**src/design/sfm_pkg.sv**
```systemverilog
package sfm_pkg;
   localparam int unsigned WordWidth = 32;
   localparam int unsigned ExpWidth = 8;
   localparam int unsigned FracWidth = 23;
   localparam int unsigned SigWidth = 24;
   localparam int unsigned ProdWidth = 48;
   localparam int unsigned SumExpWidth = 10;
   localparam logic [ExpWidth-1:0] ExpMax = 8'd255;
   localparam logic [SumExpWidth-1:0] ExpBias = 10'd127;

   typedef struct packed {
      logic                   sign;
      logic [ExpWidth-1:0]    exp_a;
      logic [ExpWidth-1:0]    exp_b;
      logic [ProdWidth-1:0]   prod;
   } stage_type;
endpackage

```
**src/design/sfm_mult.sv**
```systemverilog
module sfm_mult (
   input  logic [sfm_pkg::WordWidth-1:0] operand_a,
   input  logic [sfm_pkg::WordWidth-1:0] operand_b,
   output sfm_pkg::stage_type            stage
);
   logic [sfm_pkg::SigWidth-1:0] sig_a;
   logic [sfm_pkg::SigWidth-1:0] sig_b;

   assign sig_a = {1'b1, operand_a[sfm_pkg::FracWidth-1:0]};
   assign sig_b = {1'b1, operand_b[sfm_pkg::FracWidth-1:0]};

   always_comb begin
      stage.sign  = operand_a[31] ^ operand_b[31];
      stage.exp_a = operand_a[30:23];
      stage.exp_b = operand_b[30:23];
      stage.prod  = {{sfm_pkg::SigWidth{1'b0}}, sig_a} * {{sfm_pkg::SigWidth{1'b0}}, sig_b};
   end
endmodule

```
**src/design/sfm_round.sv**
```systemverilog
module sfm_round (
   input  sfm_pkg::stage_type            stage,
   output logic [sfm_pkg::WordWidth-1:0] product
);
   logic                  top;
   logic [23:0]           kept;
   logic                  guard;
   logic                  sticky;
   logic                  up;
   logic [24:0]           rounded;
   logic                  carry;
   logic [9:0]            exp;
   logic                  special;

   always_comb begin
      top = stage.prod[47];
      if (top) begin
         kept   = stage.prod[47:24];
         guard  = stage.prod[23];
         sticky = |stage.prod[22:0];
      end else begin
         kept   = stage.prod[46:23];
         guard  = stage.prod[22];
         sticky = |stage.prod[21:0];
      end
      up      = (guard & kept[0]) | sticky;
      rounded = {1'b0, kept} + {24'd0, up};
      carry   = rounded[24];
      exp     = {2'b00, stage.exp_a} + {2'b00, stage.exp_b} - sfm_pkg::ExpBias
              + {9'd0, top} + {9'd0, carry};
      special = (stage.exp_a == sfm_pkg::ExpMax) || (stage.exp_b == sfm_pkg::ExpMax);
      product = {stage.sign, exp[7:0], rounded[22:0]};
      if (!special) begin
         // exp is at most 2*255-127+2, so bit 9 marks negative
         if (exp[9] || exp == 10'd0) begin
            product = {stage.sign, 31'd0};
         end else if (exp >= {2'b00, sfm_pkg::ExpMax}) begin
            product = {stage.sign, sfm_pkg::ExpMax, 23'd0};
         end
      end
   end
endmodule

```
**src/design/single_float_multiplier_top.sv**
```systemverilog
// channel | direction | ports
// req     | in        | req_valid, req_ready, req_operand_a, req_operand_b
// rsp     | out       | rsp_valid, rsp_ready, rsp_product
// two register stages: operands to stage register (multiply), then rounding to result
// register; one item per cycle while the result register is empty or rsp_ready is high.
// reset clears the valid bits only.
// a stall holds the full stages; each stage takes new data when it is empty or moves on.
module single_float_multiplier_top (
   input  logic        clock,
   input  logic        reset,
   input  logic        req_valid,
   output logic        req_ready,
   input  logic [31:0] req_operand_a,
   input  logic [31:0] req_operand_b,
   output logic        rsp_valid,
   input  logic        rsp_ready,
   output logic [31:0] rsp_product
);
   sfm_pkg::stage_type stage_in;
   sfm_pkg::stage_type stage_ff;
   logic               stage_valid_ff;
   logic [31:0]        product_in;
   logic [31:0]        product_ff;
   logic               out_valid_ff;
   logic               out_move;
   logic               stage_move;

   sfm_mult u_mult (
      .operand_a(req_operand_a),
      .operand_b(req_operand_b),
      .stage    (stage_in)
   );

   sfm_round u_round (
      .stage  (stage_ff),
      .product(product_in)
   );

   assign out_move   = !out_valid_ff || rsp_ready;
   assign stage_move = !stage_valid_ff || out_move;
   assign req_ready  = stage_move;
   assign rsp_valid  = out_valid_ff;
   assign rsp_product = product_ff;

   always_ff @(posedge clock) begin
      if (reset) begin
         stage_valid_ff <= 1'b0;
         out_valid_ff   <= 1'b0;
      end else begin
         if (stage_move) begin
            stage_valid_ff <= req_valid;
         end
         if (out_move) begin
            out_valid_ff <= stage_valid_ff;
         end
      end
      if (stage_move && req_valid) begin
         stage_ff <= stage_in;
      end
      if (out_move && stage_valid_ff) begin
         product_ff <= product_in;
      end
   end
endmodule
```
**config.mk**
```make
export PLATFORM = sky130hd
export DESIGN_NAME = single_float_multiplier_top
export DESIGN_NICKNAME = d
export VERILOG_FILES = /design/src/design/sfm_pkg.sv /design/src/design/sfm_mult.sv /design/src/design/sfm_round.sv /design/src/design/single_float_multiplier_top.sv
export SDC_FILE = /design/constraint.sdc
export NUM_CORES = 2
export LEC_CHECK = 0
export ABC_AREA = 1
export BUFFER_PORTS_ARGS = -buffer_cell sky130_fd_sc_hd__buf_2
export CORE_MARGIN = 4
export CORE_UTILIZATION = 59
export DETAILED_ROUTE_END_ITERATION = 12
export PLACE_DENSITY = 0.83
export SYNTH_ARGS = -nofsm -noshare
export SYNTH_HDL_FRONTEND = slang
export SYNTH_SLANG_ARGS = --single-unit
```
**constraint.sdc**
```tcl
create_clock -name clock -period 5.9 [get_ports clock]
set_input_delay 0.59 -clock clock [delete_from_list [all_inputs] [get_ports clock]]
set_output_delay 0.59 -clock clock [all_outputs]
set_load 0.05 [all_outputs]
```
==> impl_metrics.tcl <==
set metrics [dict create \
    cts_tree "done" \
    cp_max_fo 8 \
    synth_area_leaders "fa_1, inv_1, edfxtp_1" \
    ctsRootBufferMaster "clkbuf_16" \
    muxShareOfSynthArea_pct 0.284 \
    gp_congestion 0.958 \
    vias 20700 \
    drv_cap 0 \
    cp-end-kind "register" \
    finClkSkew_ps 11.4 \
    crit_path_start_kind "primary input" \
    antenna_cells 0 \
    worst_pin_slew_ps 878 \
    hp-class "primary input to register" \
    finalNonFillerCells 3865 \
    regArea_sq_mm 0.00295 \
    grt_pass1_wl_microns 106000 \
    layout-drive-gt1-share_pct 23.3 \
    fillCellCount 2785 \
    drt-met1-wl_microns 25700 \
    first_pass_iters 5 \
    clk_pin_slew_worst_paths_ps 70 \
    synthAdderAreaFrac_pct 48.8 \
    syn_area_sq_mm 0.0247 \
    grt_pass1_vias 21600 \
    setup_slack_ps -155 \
    cts_buffer_depth 2 \
    wl_per_cell_microns 18.0 \
    grt_start_max_net_pins 66 \
    initial_utilization_pct 60.0 \
    cts.sinks 99 \
    r2r-start "stage_ff[10]$_DFFE_PP_" \
    final_util_pct 73.8 \
    synth_edf_count 97 \
    via_per_inst 5.37 \
    portBuffers 101 \
    worst-setup-path-type "primary input to register" \
    die-area_sq_mm 0.0452 \
    wl_met2_microns 34600 \
    setup_violations 14 \
    synth.largest_area_cell "fa_1" \
    core_area_sq_mm 0.0411 \
    htree_levels 3 \
    grt_usage_pct 29.3 \
    r2r_cells 30 \
    synth_top_family_by_area "adder cells" \
    relSlewSlack_pct 41.5 \
    rr_endpoint "rsp_product[1]$_DFFE_PP_" \
    dp_hpwl_microns 54100 \
    crit_path_end "stage_ff[42]$_DFFE_PP_" \
    yosys.area_share.xor_xnor_pct 2.13 \
    cts_buffers 9 \
    rsz0062_at_grt "yes" \
    drtIter0Drc 1726 \
    drcViolationCount 0 \
    layout.nets 4068 \
    critPathLaunch "req_operand_a[15]" \
    clock_latency_ps 350 \
    syn-instance-count 3022 \
    synth_compound_area_share_pct 3.61 \
    rows 74 \
    final_common_cell "inv_1" \
    yosys_most_used_dff "edfxtp_1" \
    mostFrequentLayoutCells "inv_1, nand2_1, fa_1" \
    die_w_microns 212 \
    cp_data_required_time_ps 5990 \
    yosys_warnings 0 \
    synth_top_area_share_pct 39.3 \
    dp.cells 3798 \
    io_pins 102 \
    overflow 0 \
    hold_slack_ps 410 \
    fp.dieH_microns 212 \
    top_layer_used "met5" \
    max_freq_ghz 0.165 \
    antenna_found_initial 1 \
    multiInputGateArea_sq_mm 0.0191 \
    yosys.area_share.simple_pct 16.7 \
    arrival_ps 6150 \
    wl_met3_microns 6040 \
    synth_cell_types 46 \
    status "finished, violations left" \
    ys_async_sr_fraction_pct 0 \
    drt.antenna.violating_nets 0 \
    report.final.slew_viol_count 0 \
    routed_wl_microns 69400 \
    hold_viol 0 \
    r2r_slack_ps 690 \
    ys_ff_latch 99 \
    avgSynthCellArea_sq_um 8.16 \
    min_period_over_period_pct 103 \
    fin_crit_ps 6060 \
    ys_seq_area_share_pct 12.0 \
    area_delta_synth_final_pct 22.9 \
    failed_checks "negative setup slack" \
    syn-num-nets 3762 \
]
-- cells by family (layout without fill, tap and decap cells) --
kind of cell | after synthesis | count (layout)
flip-flops | 99 | 99
adder cells (fa/ha/maj) | 672 | 672
AND/OR/NAND/NOR | 958 | 958
buffers and inverters | 1063 | 1374
multiplexers | 7 | 7
AO/OA/AOI/OAI | 163 | 163
XOR/XNOR | 60 | 60
-- worst max-delay path, cell delays in order --
cell and delay (ps):
buf_16 140, buf_4 180, nand2_1 110, inv_1 80, fa_1 590, inv_1 90
fa_1 540, inv_1 50, fa_1 500, inv_1 60, fa_1 450, fa_1 510
inv_1 60, fa_1 500, ha_4 300, ha_4 210, a21oi_4 160, o21a_1 170
inv_1 80, a21oi_2 160, nor2_1 70, a211oi_2 270, nand3_1 120, xor2_1 150
-- registers in the layout (all words and copies together) (netlist names) --
register,count
stage_valid_ff,1
rsp_valid,1
stage_ff,65
rsp_product,32
-- per-layer routing --
layer | GRT usage (%) | vias to the layer above
met5 | 0 | -
met4 | 9.53 | 2
met3 | 4.94 | 253
met2 | 51.0 | 1074
met1 | 37.7 | 10200
li1 | - | 9250
-- how the worst min path moves through the flow --
stage                            from                   endpoint  slack (ps)  cells past startpoint
2_1_floorplan  stage_ff[64]$_DFFE_PP_  rsp_product[31]$_DFFE_PP_         400                      0
3_3_place_gp   stage_ff[64]$_DFFE_PP_  rsp_product[31]$_DFFE_PP_         420                      0
3_5_place_dp   stage_ff[64]$_DFFE_PP_  rsp_product[31]$_DFFE_PP_         440                      0
4_1_cts             req_operand_b[25]     stage_ff[50]$_DFFE_PP_         400                      1
5_1_grt             req_operand_b[25]     stage_ff[50]$_DFFE_PP_         400                      1
6_report            req_operand_b[25]     stage_ff[50]$_DFFE_PP_         410                      1
-- repair_timing --
action,CTS,global route
endpoints found under the setup margin,31,31
setup buffers,12,36
pin swaps,64,151
hold buffers,0,0
cloned,0,4
resized for setup,180,321
-- synthesized netlist by cell type, types with 3 or more instances --
| cell type | instances |
|---|---|
| nand4_1 | 15 |
| o21ai_0 | 53 |
| inv_1 | 957 |
| a21o_1 | 6 |
| or2_2 | 6 |
| buf_6 | 5 |
| mux2i_1 | 7 |
| nor2_4 | 25 |
| nand3_2 | 9 |
| xor2_1 | 38 |
| clkbuf_1 | 92 |
| nor4_1 | 10 |
| nor2_2 | 7 |
| nand3b_1 | 5 |
| inv_2 | 7 |
| ha_1 | 188 |
| nand3_1 | 40 |
| xnor2_1 | 22 |
| o21ai_1 | 7 |
| nand2_1 | 710 |
| nor3_1 | 9 |
| nand2_4 | 4 |
| a21oi_1 | 75 |
| edfxtp_1 | 97 |
| fa_1 | 484 |
| nor2_1 | 99 |
| nand2_2 | 12 |
| o21ai_2 | 3 |
| o21a_1 | 3 |
| a31oi_1 | 5 |
-- cell type report --
cell class	instances	area share (%)
repair buffers	394	11.9
flip-flops and latches	99	9.74
inverters	964	11.9
multi-input cells	1860	63.1
well taps	532	2.20
clock buffers	10	0.755
clock inverters	6	0.376
-- stage by stage --
stage | worst slack (ps) | setup TNS, ps | area [sq um]
finish | -155 | -966 | 30300
floorplan | -61.9 | -61.9 | 25200
global route | -309 | -4470 | 30300
global placement | -984 | -20830 | 27700
CTS | -120 | -188 | 28800
detailed placement | -956 | -22880 | 27700
Power is not shown: default switching activity piles up to over one toggle a cycle in this logic, so the estimate is an artifact.
